==> src/lpg_pkg.sv <==
// ----------------------------------------------------------------------------
// lpg_pkg
// Shared widths and the line command type of the line pixel generator.
// ----------------------------------------------------------------------------
package lpg_pkg;

    // register and field widths
    localparam int CFG_W   = 7;
    localparam int DIM_W   = 7;
    localparam int IN_W    = 16;
    localparam int COORD_W = 6;
    localparam int IDX_W   = 12;
    localparam int COLOR_W = 32;
    localparam int ERR_W   = COORD_W + 2;

    // packed word widths
    localparam int S_DATA_W = 4 * IN_W + COLOR_W;
    localparam int M_DATA_W = 2 * COORD_W + IDX_W + COLOR_W;

    // configuration register indexes
    localparam logic REG_IMAGE_WIDTH  = 1'b0;
    localparam logic REG_IMAGE_HEIGHT = 1'b1;

    // one line, ready to walk: start, stop, spans, directions, first error, frame width, color
    typedef struct packed {
        logic [COORD_W-1:0]      x0;
        logic [COORD_W-1:0]      y0;
        logic [COORD_W-1:0]      x1;
        logic [COORD_W-1:0]      y1;
        logic [COORD_W-1:0]      dx;
        logic [COORD_W-1:0]      dy;
        logic                    sx_neg;
        logic                    sy_neg;
        logic signed [ERR_W-1:0] err;
        logic [DIM_W-1:0]        width;
        logic [COLOR_W-1:0]      color;
    } lpg_cmd_t;

    // queue status seen by front and back
    typedef struct packed {
        logic empty;
        logic full;
    } lpg_q_stat_t;

    // walker status
    typedef struct packed {
        logic busy;
        logic emit;
        logic emit_last;
    } lpg_back_stat_t;

endpackage

==> src/lpg_front.sv <==
// ----------------------------------------------------------------------------
// lpg_front
// Clips a line request to the frame, drops it if both ends are off one axis,
// or turns it into a walk command (axis-aligned lines are reordered to rise).
// ----------------------------------------------------------------------------
module lpg_front
    import lpg_pkg::*;
#(
    parameter int MAX_DIM = 64
) (
    input  logic [CFG_W-1:0]    image_width,
    input  logic [CFG_W-1:0]    image_height,
    input  logic [S_DATA_W-1:0] req_data,
    output logic                req_keep,
    output lpg_cmd_t            req_cmd
);

    localparam logic [DIM_W-1:0] MAX_DIM_V = DIM_W'(MAX_DIM);

    logic [DIM_W-1:0]   w_sat;
    logic [DIM_W-1:0]   h_sat;
    logic [IN_W-1:0]    ax, ay, bx, by;
    logic [IN_W-1:0]    w_ext, h_ext;
    logic               ax_out, ay_out, bx_out, by_out;
    logic [COORD_W-1:0] w_last, h_last;
    logic [COORD_W-1:0] cax, cay, cbx, cby;
    logic [COORD_W-1:0] sx0, sy0, sx1, sy1;
    logic [COORD_W-1:0] dx, dy;
    logic               x_up, y_up;

    // frame size saturated to the largest frame
    assign w_sat = (image_width > MAX_DIM_V) ? MAX_DIM_V : image_width;
    assign h_sat = (image_height > MAX_DIM_V) ? MAX_DIM_V : image_height;

    // unpack request word
    assign ax = req_data[IN_W-1:0];
    assign ay = req_data[2*IN_W-1:IN_W];
    assign bx = req_data[3*IN_W-1:2*IN_W];
    assign by = req_data[4*IN_W-1:3*IN_W];

    assign w_ext = IN_W'(w_sat);
    assign h_ext = IN_W'(h_sat);

    assign ax_out = ax >= w_ext;
    assign bx_out = bx >= w_ext;
    assign ay_out = ay >= h_ext;
    assign by_out = by >= h_ext;

    // empty frame or both ends off one axis
    assign req_keep = (w_sat != '0) && (h_sat != '0) && !(ax_out && bx_out)
                      && !(ay_out && by_out);

    // clamp to last column / row
    assign w_last = COORD_W'(w_sat - DIM_W'(1));
    assign h_last = COORD_W'(h_sat - DIM_W'(1));
    assign cax = ax_out ? w_last : ax[COORD_W-1:0];
    assign cbx = bx_out ? w_last : bx[COORD_W-1:0];
    assign cay = ay_out ? h_last : ay[COORD_W-1:0];
    assign cby = by_out ? h_last : by[COORD_W-1:0];

    // horizontal lines rise in x, vertical lines rise in y
    always_comb begin
        sx0 = cax;
        sy0 = cay;
        sx1 = cbx;
        sy1 = cby;
        if (cay == cby) begin
            if (cbx < cax) begin
                sx0 = cbx;
                sx1 = cax;
            end
        end else if (cax == cbx) begin
            if (cby < cay) begin
                sy0 = cby;
                sy1 = cay;
            end
        end
    end

    // spans and directions
    assign x_up = sx1 > sx0;
    assign y_up = sy1 > sy0;
    assign dx   = x_up ? (sx1 - sx0) : (sx0 - sx1);
    assign dy   = y_up ? (sy1 - sy0) : (sy0 - sy1);

    always_comb begin
        req_cmd.x0     = sx0;
        req_cmd.y0     = sy0;
        req_cmd.x1     = sx1;
        req_cmd.y1     = sy1;
        req_cmd.dx     = dx;
        req_cmd.dy     = dy;
        req_cmd.sx_neg = !x_up;
        req_cmd.sy_neg = !y_up;
        // first error, halved toward zero
        if (dx > dy) begin
            req_cmd.err = ERR_W'(dx >> 1);
        end else begin
            req_cmd.err = -(ERR_W'(dy >> 1));
        end
        req_cmd.width  = w_sat;
        req_cmd.color  = req_data[S_DATA_W-1:4*IN_W];
    end

endmodule

==> src/lpg_queue.sv <==
// ----------------------------------------------------------------------------
// lpg_queue
// Small register queue of walk commands between front and back.
// ----------------------------------------------------------------------------
module lpg_queue
    import lpg_pkg::*;
#(
    parameter int DEPTH = 2
) (
    input  logic        aclk,
    input  logic        aresetn,
    input  logic        push,
    input  lpg_cmd_t    push_cmd,
    input  logic        pop,
    output lpg_cmd_t    pop_cmd,
    output lpg_q_stat_t stat
);

    localparam int PTR_W = (DEPTH > 1) ? $clog2(DEPTH) : 1;
    localparam int CNT_W = $clog2(DEPTH + 1);

    lpg_cmd_t         entry_reg [DEPTH];
    logic [PTR_W-1:0] wr_ptr_reg, wr_ptr_next;
    logic [PTR_W-1:0] rd_ptr_reg, rd_ptr_next;
    logic [CNT_W-1:0] count_reg, count_next;
    logic             do_push, do_pop;

    assign stat.empty = (count_reg == '0);
    assign stat.full  = (count_reg == CNT_W'(DEPTH));
    assign do_push    = push && !stat.full;
    assign do_pop     = pop && !stat.empty;
    assign pop_cmd    = entry_reg[rd_ptr_reg];

    // pointer wrap and fill count
    always_comb begin
        wr_ptr_next = wr_ptr_reg;
        rd_ptr_next = rd_ptr_reg;
        count_next  = count_reg;
        if (do_push) begin
            wr_ptr_next = (wr_ptr_reg == PTR_W'(DEPTH - 1)) ? '0 : wr_ptr_reg + PTR_W'(1);
        end
        if (do_pop) begin
            rd_ptr_next = (rd_ptr_reg == PTR_W'(DEPTH - 1)) ? '0 : rd_ptr_reg + PTR_W'(1);
        end
        if (do_push && !do_pop) begin
            count_next = count_reg + CNT_W'(1);
        end else if (do_pop && !do_push) begin
            count_next = count_reg - CNT_W'(1);
        end
    end

    always_ff @(posedge aclk) begin
        if (!aresetn) begin
            wr_ptr_reg <= '0;
            rd_ptr_reg <= '0;
            count_reg  <= '0;
        end else begin
            wr_ptr_reg <= wr_ptr_next;
            rd_ptr_reg <= rd_ptr_next;
            count_reg  <= count_next;
        end
    end

    // entry storage
    always_ff @(posedge aclk) begin
        if (do_push) begin
            entry_reg[wr_ptr_reg] <= push_cmd;
        end
    end

endmodule

==> src/lpg_back.sv <==
// ----------------------------------------------------------------------------
// lpg_back
// Walks one command a pixel a cycle with Bresenham stepping while the output
// is not stalled, and drives the registered pixel word stream.
// ----------------------------------------------------------------------------
module lpg_back
    import lpg_pkg::*;
(
    input  logic                aclk,
    input  logic                aresetn,
    input  logic                q_empty,
    input  lpg_cmd_t            q_cmd,
    output logic                q_pop,
    output lpg_back_stat_t      stat,
    output logic                m_tvalid,
    input  logic                m_tready,
    output logic [M_DATA_W-1:0] m_tdata,
    output logic                m_tlast
);

    typedef enum logic {
        ST_IDLE,
        ST_WALK
    } state_t;

    localparam int PROD_W = COORD_W + DIM_W;

    state_t                  state_reg;
    logic [COORD_W-1:0]      cur_x_reg, cur_y_reg;
    logic [COORD_W-1:0]      stop_x_reg, stop_y_reg;
    logic [COORD_W-1:0]      dx_reg, dy_reg;
    logic                    sx_neg_reg, sy_neg_reg;
    logic signed [ERR_W-1:0] err_reg;
    logic [DIM_W-1:0]        width_reg;
    logic [COLOR_W-1:0]      color_reg;
    logic                    m_valid_reg;
    logic [M_DATA_W-1:0]     m_data_reg;
    logic                    m_last_reg;

    logic                    out_adv;
    logic                    emit;
    logic                    at_end;
    logic signed [ERR_W-1:0] dx_s, dy_s;
    logic                    step_x, step_y;
    logic signed [ERR_W-1:0] err_next;
    logic [COORD_W-1:0]      x_next, y_next;
    logic [PROD_W-1:0]       row_base;
    logic [PROD_W-1:0]       lin_sum;

    // output slot frees when empty or taken
    assign out_adv = !m_valid_reg || m_tready;
    assign emit    = (state_reg == ST_WALK) && out_adv;
    assign at_end  = (cur_x_reg == stop_x_reg) && (cur_y_reg == stop_y_reg);
    assign q_pop   = (state_reg == ST_IDLE) && !q_empty;

    assign stat.busy      = (state_reg == ST_WALK);
    assign stat.emit      = emit;
    assign stat.emit_last = emit && at_end;

    // bresenham step
    assign dx_s   = ERR_W'(dx_reg);
    assign dy_s   = ERR_W'(dy_reg);
    assign step_x = err_reg > -dx_s;
    assign step_y = err_reg < dy_s;

    always_comb begin
        err_next = err_reg;
        x_next   = cur_x_reg;
        y_next   = cur_y_reg;
        if (step_x) begin
            x_next = sx_neg_reg ? cur_x_reg - COORD_W'(1) : cur_x_reg + COORD_W'(1);
        end
        if (step_y) begin
            y_next = sy_neg_reg ? cur_y_reg - COORD_W'(1) : cur_y_reg + COORD_W'(1);
        end
        if (step_x && step_y) begin
            err_next = err_reg - dy_s + dx_s;
        end else if (step_x) begin
            err_next = err_reg - dy_s;
        end else if (step_y) begin
            err_next = err_reg + dx_s;
        end
    end

    // linear index: row times width plus column
    assign row_base = PROD_W'(cur_y_reg) * PROD_W'(width_reg);
    assign lin_sum  = row_base + PROD_W'(cur_x_reg);

    always_ff @(posedge aclk) begin
        if (!aresetn) begin
            state_reg   <= ST_IDLE;
            m_valid_reg <= 1'b0;
        end else begin
            unique case (state_reg)
                ST_IDLE: begin
                    if (!q_empty) begin
                        state_reg <= ST_WALK;
                    end
                end
                ST_WALK: begin
                    if (emit && at_end) begin
                        state_reg <= ST_IDLE;
                    end
                end
                default: state_reg <= ST_IDLE;
            endcase
            if (out_adv) begin
                m_valid_reg <= emit;
            end
        end
    end

    // walk registers and pixel word
    always_ff @(posedge aclk) begin
        if (q_pop) begin
            cur_x_reg  <= q_cmd.x0;
            cur_y_reg  <= q_cmd.y0;
            stop_x_reg <= q_cmd.x1;
            stop_y_reg <= q_cmd.y1;
            dx_reg     <= q_cmd.dx;
            dy_reg     <= q_cmd.dy;
            sx_neg_reg <= q_cmd.sx_neg;
            sy_neg_reg <= q_cmd.sy_neg;
            err_reg    <= q_cmd.err;
            width_reg  <= q_cmd.width;
            color_reg  <= q_cmd.color;
        end else if (emit) begin
            cur_x_reg <= x_next;
            cur_y_reg <= y_next;
            err_reg   <= err_next;
        end
        if (emit) begin
            m_data_reg <= {color_reg, IDX_W'(lin_sum), cur_y_reg, cur_x_reg};
            m_last_reg <= at_end;
        end
    end

    assign m_tvalid = m_valid_reg;
    assign m_tdata  = m_data_reg;
    assign m_tlast  = m_last_reg;

endmodule

==> src/line_pixel_generator_core.sv <==
// ----------------------------------------------------------------------------
// line_pixel_generator_core
// Line rasterizer: clips a line request to the frame and streams the pixel
// writes of the line, one word per pixel.
// ----------------------------------------------------------------------------
//  channel  | direction | word contents (low bit first)
//  s_       | in        | start_x, start_y, end_x, end_y, line_color
//  m_       | out       | pixel_x, pixel_y, pixel_index, pixel_color; tlast
//  cfg_     | in        | register 0 image_width, register 1 image_height
//
// the walker loads a line from the command queue in its idle state, then walks
// it one pixel per cycle while m_ is not stalled (at most MAX_DIM pixels)
// the front clips and classifies in the accept cycle; requests that it drops
// are not queued and produce no word
// reset clears the queue, the walker and the output slot; sizes reset to 64
// a stalled m_ side freezes the walker; s_ stays ready while the queue has room
// ----------------------------------------------------------------------------
module line_pixel_generator_core
    import lpg_pkg::*;
#(
    parameter int MAX_DIM   = 64,
    parameter int Q_DEPTH   = 2
) (
    input  logic                aclk,
    input  logic                aresetn,
    // start_x, start_y, end_x, end_y, line_color
    input  logic [S_DATA_W-1:0] s_tdata,
    input  logic                s_tvalid,
    output logic                s_tready,
    // pixel_x, pixel_y, pixel_index, pixel_color
    output logic [M_DATA_W-1:0] m_tdata,
    output logic                m_tvalid,
    input  logic                m_tready,
    output logic                m_tlast,
    input  logic                cfg_wr_en,
    input  logic                cfg_addr,
    input  logic [CFG_W-1:0]    cfg_wdata
);

    localparam logic [CFG_W-1:0] DIM_RESET = CFG_W'(64);

    logic [CFG_W-1:0] width_reg;
    logic [CFG_W-1:0] height_reg;
    logic             req_keep;
    lpg_cmd_t         req_cmd;
    lpg_cmd_t         q_cmd;
    logic             q_push;
    logic             q_pop;
    lpg_q_stat_t      q_stat;
    lpg_back_stat_t   back_stat;

    // configuration registers
    always_ff @(posedge aclk) begin
        if (!aresetn) begin
            width_reg  <= DIM_RESET;
            height_reg <= DIM_RESET;
        end else if (cfg_wr_en) begin
            unique case (cfg_addr)
                REG_IMAGE_WIDTH:  width_reg  <= cfg_wdata;
                REG_IMAGE_HEIGHT: height_reg <= cfg_wdata;
                default: ;
            endcase
        end
    end

    // front: clip and classify
    lpg_front #(
        .MAX_DIM (MAX_DIM)
    ) u_front (
        .image_width  (width_reg),
        .image_height (height_reg),
        .req_data     (s_tdata),
        .req_keep     (req_keep),
        .req_cmd      (req_cmd)
    );

    assign s_tready = !q_stat.full;
    assign q_push   = s_tvalid && s_tready && req_keep;

    // command queue
    lpg_queue #(
        .DEPTH (Q_DEPTH)
    ) u_queue (
        .aclk     (aclk),
        .aresetn  (aresetn),
        .push     (q_push),
        .push_cmd (req_cmd),
        .pop      (q_pop),
        .pop_cmd  (q_cmd),
        .stat     (q_stat)
    );

    // back: pixel walker
    lpg_back u_back (
        .aclk     (aclk),
        .aresetn  (aresetn),
        .q_empty  (q_stat.empty),
        .q_cmd    (q_cmd),
        .q_pop    (q_pop),
        .stat     (back_stat),
        .m_tvalid (m_tvalid),
        .m_tready (m_tready),
        .m_tdata  (m_tdata),
        .m_tlast  (m_tlast)
    );

    // queue never reports full and empty together
    a_q_stat: assert property (@(posedge aclk) disable iff (!aresetn)
        !(q_stat.full && q_stat.empty))
        else $error("queue full and empty at once");

    // nothing pending means no new word appears
    a_no_invent: assert property (@(posedge aclk) disable iff (!aresetn)
        (!back_stat.busy && q_stat.empty && !m_tvalid) |=> !m_tvalid)
        else $error("pixel word without a line");

    // walker goes idle after the end pixel
    a_end_idle: assert property (@(posedge aclk) disable iff (!aresetn)
        back_stat.emit_last |=> !back_stat.busy)
        else $error("walker still busy after end pixel");

    // an emitted end pixel carries tlast
    a_last_flag: assert property (@(posedge aclk) disable iff (!aresetn)
        back_stat.emit |=> (m_tvalid && (m_tlast == $past(back_stat.emit_last))))
        else $error("tlast does not match end pixel");

endmodule

==> config.mk <==
export PLATFORM = sky130hd
export DESIGN_NAME = line_pixel_generator_core
export DESIGN_NICKNAME = d
export VERILOG_FILES = /design/src/lpg_pkg.sv /design/src/lpg_front.sv /design/src/lpg_queue.sv /design/src/lpg_back.sv /design/src/line_pixel_generator_core.sv
export SDC_FILE = /design/constraint.sdc
export NUM_CORES = 1
export LEC_CHECK = 0
export ABC_AREA = 1
export BUFFER_PORTS_ARGS = -buffer_cell sky130_fd_sc_hd__buf_2
export CORE_ASPECT_RATIO = 1.25
export CORE_MARGIN = 4
export CORE_UTILIZATION = 40
export DETAILED_ROUTE_END_ITERATION = 8
export GPL_TIMING_DRIVEN = 1
export PLACE_DENSITY = 0.58
export SYNTH_ARGS = -nofsm -noshare
export SYNTH_HDL_FRONTEND = slang
export SYNTH_SLANG_ARGS = --single-unit
==> constraint.sdc <==
create_clock -name aclk -period 6.05 [get_ports aclk]
set_clock_uncertainty 0.15 [all_clocks]
set_input_delay 0.3025 -clock aclk [delete_from_list [all_inputs] [get_ports aclk]]
set_output_delay 0.3025 -clock aclk [all_outputs]
set_load 0.01 [all_outputs]
## Word-level counts from Yosys, hierarchy flattened

Memory sizes are Yosys's and may differ from the RTL's. A register that Yosys moved wholly into a read port is not among the register bits.
Cells that the tools add are included.

| operators by class | value |
|---|---|
| $add $sub $neg | 20 |
| multiply operators | 1 |
| order comparisons | 13 |
| equal/unequal tests | 5 |
| multiplexer cells | 43 |
| bitwise operators | 2 |
| reduce and logical (&&, ||, !) cells | 39 |

Operator list:

| cell | number |
|---|---|
| 2-to-1 mux 6 bit | 24 |
| greater-or-equal comparator 16 x 7 -> 1 bit | 4 |
| 2-to-1 mux 8 bit | 6 |
| equality test 6 bit | 4 |
| subtractor 6 x 1 -> 6 bit, second input constant | 4 |
| subtractor 6 bit | 4 |
| greater-than comparator 6 bit | 3 |
| adder 8 x 7 -> 8 bit | 2 |
| logical AND 1 bit | 16 |
| greater-than comparator 7 bit, second input constant | 2 |
| 2-to-1 mux 7 bit | 2 |
| nonzero test 7 bit | 2 |
| adder 12 x 6 -> 12 bit | 1 |
| adder 6 x 1 -> 6 bit, second input constant | 2 |
| < comparator 6 bit | 2 |
| multiplier 6 x 7 -> 12 bit | 1 |
| AND reduction 2 bit | 5 |
| zero test 1 bit | 9 |
| greater-than comparator 8 bit | 1 |
| < comparator 8 x 7 -> 1 bit | 1 |
| 2-to-1 mux 1 bit | 8 |
| negation 5 -> 8 bit | 1 |
| negation 6 -> 8 bit | 1 |
| nonzero test 2 bit | 4 |
| other kinds (11) | 14 |

| word-level totals | value |
|---|---|
| register bits after elaboration | 162 |
| RAM bits | 170 |
| output and inout bits | 59 |
| word-level logic and storage cells | 144 |
| memories | 1 |

Memories:

| memory | depth | width | rd ports | clocked after memory_dff | write ports | RTL line | source |
|---|---|---|---|---|---|---|---|
| u_queue.entry_reg | 2 | 85 | 1 | 1 | 1 | lpg_queue.sv:22 | `lpg_cmd_t entry_reg [DEPTH];` |

## Logic depth before layout (Yosys ltp)

Gate-level depths: netlist of the first run.

| logic depth | value |
|---|---|
| depth in word-level cells | 13 |
| gate-level depth with buffers | 46 |

## Modules after synthesis

Synthesis of the first run repeated with hierarchy kept, for this count alone.

| second synthesis, totals | value |
|---|---|
| cell total of the unflattened synthesis | 1,877 |
| area total of the unflattened synthesis | 19,133.4 um^2 |

Modules (own cells, without submodules):

| module | times used | cells each | area each (um^2) | seq. area each (um^2) |
|---|---|---|---|---|
| lpg_back | 1 | 749 | 8,121.5 | 4,304.1 |
| lpg_queue | 1 | 302 | 6,382.4 | 5,205.0 |
| lpg_front | 1 | 748 | 4,066.4 | 0.0 |
| line_pixel_generator_core | 1 | 78 | 563.0 | 280.3 |

## Worst setup path before layout of the first run

OpenSTA, ideal clock, no wires.

| timing | value |
|---|---|
| path type | register to register |
| start point | register height_reg[6] |
| end point | memory u_queue.entry_reg[0][42] (netlist bit) (data pin) |
| setup time | 0.258 ns |
| data arrival time | 6.136 ns |
| setup slack | -0.494 ns |
| cell stages (with the launch flop) | 43 |
| path buffers | 2 |
| period minus slack after synthesis | 6.544 ns |
| cell sequence | dfxtp_1 -> clkinv_1 -> nand2_1 -> ha_1 -> inv_1 -> nor2_1 -> o21ai_0 -> nand2_1 -> nand2_1 -> nand4_1 -> inv_1 -> nand2_1 -> o21ai_0 -> inv_1 -> ha_1 -> buf_2 -> nand2_1 -> nor2_1 -> [7 not listed] -> inv_1 -> fa_1 -> inv_1 -> nand2_1 -> nand2_1 -> xor2_1 -> nand2_1 -> nand2_1 -> inv_1 -> ha_1 -> nand2_1 -> inv_1 -> nand3_1 -> o21bai_1 -> a31oi_1 -> inv_1 -> nand3_1 -> nand2_1 |

RTL lines:

| what | RTL line | source |
|---|---|---|
| start: declaration | line_pixel_generator_core.sv:43 | `logic [CFG_W-1:0] height_reg;` |
| start signal: assignment | line_pixel_generator_core.sv:60 | `REG_IMAGE_HEIGHT: height_reg <= cfg_wdata;` |
| end: declaration | lpg_queue.sv:22 |  |

==> flow_summary.yaml, run 1 <==
timing:
  worstMarginPinSlew_ns: 1.111
  relSlewSlack: 0.2514
  hold-worst-slack_ns: 0.02865
  finalHoldViolations: 0
  fmax_ghz: 0.1722
  drv_slew: 0
  fin_crit_ns: 5.806
  setup_viol_count_final: 0
  period_share: 0.9597
clocking:
  clkTransAtPathRegs_ns: 0.06
  cts-root-to-sink-buffers: 3
  cts_buffers: 35
  htree_levels: 2
  cts_num_sinks: 333
  cts-root-buf: "clkbuf_16"
  insertion_delay_ns: 0.52
  cts_tree: "done"
power_and_ir_drop:
  combinationalPowerShare: 0.571
  sw_frac_of_total: 0.4239
  p_per_area_mw_per_mm2: 623.9
  ir_worst_vdd_v: 0.0003616
  clkPwrFrac: 0.143
  leakage_nw: 10.36
  finalPower_mw: 14.37
  switchingPower_mw: 6.092
  seqPwrFrac: 0.286
  p_int_mw: 8.280
cells_and_area:
  fillCellCount: 4036
  antenna_cells: 0
  syn_to_final_growth_pct: 26.87
  post-route-util: 0.5124
  largest_reg_flops: 170
  finalNetCount: 2464
  drive_gt1_frac: 0.2564
  fin_area_mm2: 0.02304
grt:
  grt_max_degree: 87
  grt_pass1_wl_mm: 67.23
  grt_overflow: 0
  grtUsageTotal: 0.1710
  grt_antenna_before_repair: 0
  grt_pass1_vias: 13488
drt:
  drc: 0
  avgViaCountPerCell: 4.809
  drtPass1Iterations: 5
  first_iter_violations: 533
  drtAntennaViolNets: 0
  post_drt_wl_per_cell_um: 15.37
  vias: 13490
  routed_wl_mm: 43.12
worst_setup_path:
  critical_path_class: "reg2reg"
  critPathRequiredTime_ns: 6.16
  crit_slowest_cell: "fa_2"
  crit_top_cell: "nand2_1"
  cp-start-kind: "flip-flop"
  worstSetupEndpointType: "flip-flop"
  critPathMaxStageDelay_ns: 0.38
  arrival_ns: 5.92
  crit_fanout: 7
yosys:
  synthArstFlopShare: 0
  ys_seq_area_frac: 0.5391
  mappedNetlistArea_mm2: 0.01816
  syn_inst: 1846
  synth_fp_nets: 2110
  yosysWarningCount: 0
  ys_seq_elements: 333
  synth_edf_count: 312
  avgSynthCellArea_um2: 9.836
  synthFlopType: "edfxtp_1"
  ys_types: 52
floorplanning:
  die_w_um: 198.6
  initial_utilization: 0.4039
  die_h_um: 246.2
  pin_count: 168
  rows: 87
  die_area_mm2: 0.04889
  core-area_mm2: 0.04496
placement:
  gp_congestion: 0.8654
  place_area_mm2: 0.02053
  dp_hpwl_mm: 31.18
  port_buffers: 167
worst_hold_path:
  min_path_type: "in2reg"
run:
  max_cap_violations: 0
outcome:
  status: "completed"
-- through the flow --
step                setup slack, ns  setup TNS [ns]  instances
floorplan                   0.02276               0       1846
global placement            0.05002               0       2673
detailed placement          -0.1198          -1.458       2673
CTS                        0.001069               0       2777
global route                -0.1119          -1.640       2805
finish                       0.2438               0       2805
-- cells by family after synthesis --
group / synth area share
xor+xnor: 0.02942
buf+inv: 0.05843
compound gates: 0.05582
fa+ha+maj: 0.1192
simple gates: 0.1974
mux: 0.0005513
flops: 0.5391
-- layer usage --
layer  global-route usage  part of all wire
met5                    0                 0
met4              0.05493             0.031
met3              0.02312             0.041
met2               0.3267              0.53
met1               0.1949              0.40
-- critical path, delay by kind of cell, from the launching register on --
family | cells | cell delay [ns]
AOI/OAI and AO/OA | 5 | 0.58
adders and majority gates | 5 | 1.27
buffers and inverters | 8 | 0.90
DFF | 1 | 0.34
and+or+nand+nor | 21 | 2.30
-- final timing paths --
check                                         start  slack, ns  cells after the start                        to
worst min register to register  u_back.color_reg[4]       0.27                      0        u_back.m_tdata[28]
worst max-delay path                   width_reg[5]       0.24                     39  u_queue.entry_reg[0][43]
worst min-delay path                       cfg_addr       0.03                      3              width_reg[6]
worst max register to register         width_reg[5]       0.24                     39  u_queue.entry_reg[0][43]
-- power groups by stage --
stage	combinational [mW]	clock [mW]	sequential (mW)
floorplan	5.45	0	4.07
global placement	7.50	0	4.16
detailed placement	7.69	0	4.17
CTS	7.81	2.11	4.12
global route	9.42	2.19	4.17
finish	8.21	2.05	4.12
-- layout by cell type (no fill, tap or decap), types with 34 or more instances in the layout --
cell type | Yosys | layout
inv_1 | 236 | 205
dlygate4sd3_1 | 0 | 39
ha_1 | 125 | 101
nor2_1 | 124 | 113
a21oi_1 | 49 | 43
buf_4 | 0 | 135
nand2_2 | 23 | 41
inv_2 | 5 | 34
edfxtp_1 | 312 | 312
o21ai_0 | 69 | 46
xor2_1 | 45 | 45
buf_2 | 2 | 167
clkbuf_16 | 0 | 36
nand2_1 | 557 | 527
nand3_1 | 61 | 54
-- cell type report --
| type | instances | area, µm² | share of cell area |
|---|---|---|---|
| inverters | 244 | 933.4 | 0.04052 |
| multi-input cells | 1234 | 8103 | 0.3517 |
| clock inverters | 20 | 167.7 | 0.007278 |
| repair buffers | 352 | 2381 | 0.1034 |
| flip-flops and latches | 333 | 9798 | 0.4253 |
| clock buffers | 44 | 930.9 | 0.04041 |
| well taps | 578 | 723.2 | 0.03139 |
-- cells in the mapped netlist, types with 7 or more instances --
master | n | area, µm²
a21oi_1 | 49 | 245.2
a31oi_1 | 13 | 81.33
clkbuf_1 | 28 | 105.1
dfxtp_1 | 21 | 420.4
edfxtp_1 | 312 | 9369
fa_1 | 30 | 600.6
ha_1 | 125 | 1564
inv_1 | 236 | 885.9
nand2_1 | 557 | 2091
nand2_2 | 23 | 143.9
nand2_4 | 8 | 90.09
nand3_1 | 61 | 305.3
nand4_1 | 20 | 125.1
nor2_1 | 124 | 465.5
nor3_1 | 9 | 45.04
o211ai_1 | 11 | 82.58
o21ai_0 | 69 | 345.3
o21ai_1 | 9 | 45.04
o21bai_1 | 7 | 52.55
or2_2 | 7 | 43.79
xnor2_1 | 16 | 140.1
xor2_1 | 45 | 394.1
-- what timing repair did --
action | CTS | global route
gates cloned | 0 | 1
hold endpoints to repair | 78 | 0
gates resized for setup | 11 | 193
endpoints found under the setup margin | 16 | 16
setup buffers | 1 | 27
pin swaps | 2 | 63
hold buffers | 39 | 0
No activity file was read; power rests on OpenSTA's default activity.
==> inputs of run 2 (changes only) <==
--- a/config.mk
+++ b/config.mk
@@ -7,12 +7,14 @@
 export LEC_CHECK = 0
 export ABC_AREA = 1
 export BUFFER_PORTS_ARGS = -buffer_cell sky130_fd_sc_hd__buf_2
-export CORE_ASPECT_RATIO = 1.25
+export CELL_PAD_IN_SITES_DETAIL_PLACEMENT = 0
+export CELL_PAD_IN_SITES_GLOBAL_PLACEMENT = 2
+export CORE_ASPECT_RATIO = 1.1
 export CORE_MARGIN = 4
-export CORE_UTILIZATION = 40
+export CORE_UTILIZATION = 35
 export DETAILED_ROUTE_END_ITERATION = 8
 export GPL_TIMING_DRIVEN = 1
-export PLACE_DENSITY = 0.58
+export PLACE_DENSITY = 0.75
 export SYNTH_ARGS = -nofsm -noshare
 export SYNTH_HDL_FRONTEND = slang
 export SYNTH_SLANG_ARGS = --single-unit
==> flow_summary.yaml, run 2 (synthesis results as in run 1) <==
outcome:
  status: "completed"
clocking:
  cts_buffers: 37
  clkTransAtPathRegs_ns: 0.05
  insertion_delay_ns: 0.54
  cts_tree: "done"
  cts-root-buf: "clkbuf_16"
  cts-root-to-sink-buffers: 3
  htree_levels: 2
  cts_num_sinks: 333
drt:
  vias: 13342
  routed_wl_mm: 43.92
  avgViaCountPerCell: 4.550
  drtPass1Iterations: 4
  post_drt_wl_per_cell_um: 14.98
  drc: 0
  first_iter_violations: 498
  drtAntennaViolNets: 0
timing:
  drv_slew: 0
  finalWorstSetupSlack_ns: 0.2627
  fin_setup_tns_ns: 0
  fin_crit_ns: 5.787
  period_share: 0.9566
  fmax_ghz: 0.1728
  worstMarginPinSlew_ns: 0.9294
  setup_viol_count_final: 0
  finalHoldViolations: 0
  hold-worst-slack_ns: 0.03006
  relSlewSlack: 0.3739
floorplanning:
  initial_utilization: 0.3541
  die_area_mm2: 0.05559
  core-area_mm2: 0.05127
  die_w_um: 225.2
  die_h_um: 246.9
  pin_count: 168
  rows: 87
worst_setup_path:
  crit_slowest_cell: "dfxtp_4"
  crit_top_cell: "nand2_1"
  critPathMaxStageDelay_ns: 0.38
  cp-start-kind: "flip-flop"
  critical_path_class: "reg2reg"
  worstSetupEndpointType: "flip-flop"
  rrSetupSlack_ns: 0.26
  critPathRequiredTime_ns: 6.18
  arrival_ns: 5.92
  crit_fanout: 8
placement:
  gp_congestion: 0.8499
  port_buffers: 167
  dp_cells: 2774
  place_ws_ns: -0.3488
  dp_hpwl_mm: 31.68
grt:
  grt_overflow: 0
  grtUsageTotal: 0.1542
  grt_max_degree: 86
  grt_pass1_wl_mm: 69.17
  grt_antenna_before_repair: 0
  grt_pass1_vias: 13383
run:
  max_cap_violations: 0
power_and_ir_drop:
  p_per_area_mw_per_mm2: 608.9
  leakage_nw: 10.55
  finalPower_mw: 14.39
  ir_worst_vdd_v: 0.0005911
cells_and_area:
  finalNetCount: 2503
  final_cells: 2932
  largest_reg_flops: 170
  fillCellCount: 4839
  drive_gt1_frac: 0.2817
  final_cell_mix: "nand2_1, edfxtp_1, inv_1, buf_2, buf_4"
  syn_to_final_growth_pct: 30.15
  antenna_cells: 0
  final_common_cell: "nand2_1"
worst_hold_path:
  min_path_type: "in2reg"
==> run 2: cell count changes in the layout (fill, tap and decap cells not counted), moves of 5 or more <==
cell and delta:
buf_4 +30, nand2_1 -13, nand2_2 +11, inv_1 -7, o21ai_2 +7, o21ai_0 -6, inv_4 +5
==> run 2: power breakdown <==
part | internal (mW) | switching (mW)
combinational | 3.38 | 4.74
sequential | 3.73 | 0.375
clock | 1.26 | 0.904
==> run 2: final timing paths <==
check                                          start                        to  cells after the start
worst max-delay path                   height_reg[6]  u_queue.entry_reg[1][41]                     41
worst min-delay path                         aresetn              width_reg[6]                      2
worst max register to register         height_reg[6]  u_queue.entry_reg[1][41]                     41
worst min register to register  u_back.color_reg[15]        u_back.m_tdata[39]                      0
==> run 2: worst max-delay path, delay by kind of cell (launching register included) <==
kind | cells | cell delay (ns)
simple gates | 18 | 1.56
fa+ha+maj | 5 | 1.27
buf+inv | 12 | 1.20
compound gates | 5 | 0.80
flops | 1 | 0.38
xor+xnor | 1 | 0.18
==> run 2: per-stage QoR <==
step	util	area, µm²
after global routing	0.4609	23630
after floorplan	-	18190
after detailed placement	0.4047	20750
final	0.4609	23630
after CTS	0.4400	22560
after global placement	0.4047	20750
==> run 2: final cells by class <==
class | count | area (µm²) | area share
sequential | 333 | 9797 | 0.4146
multi-input combinational | 1234 | 8233 | 0.3484
timing repair buffer | 388 | 2670 | 0.1130
clock buffer | 46 | 959.7 | 0.04061
inverter | 244 | 945.9 | 0.04003
tap | 667 | 834.6 | 0.03532
clock inverter | 19 | 187.7 | 0.007942
timing repair inverter | 1 | 3.754 | 0.0001588
==> run 2: per-layer routing <==
layer / vias to the layer above / track usage / wire [µm]
met5: - / 0 / 0
met3: 59 / 0.02410 / 1609
met2: 196 / 0.2691 / 21630
li1: 6913 / - / -
met1: 6174 / 0.2016 / 19720
met4: 0 / 0.03887 / 953
==> run 2: repair_timing <==
| item | 4_1_cts | 5_1_grt |
|---|---|---|
| gates cloned | 0 | 3 |
| endpoints found under the hold margin | 79 | 0 |
| pin swaps | 6 | 83 |
| endpoints found under the setup margin | 16 | 18 |
| buffers inserted | 28 | 23 |
| hold buffers | 40 | 0 |
| gates resized for setup | 30 | 224 |
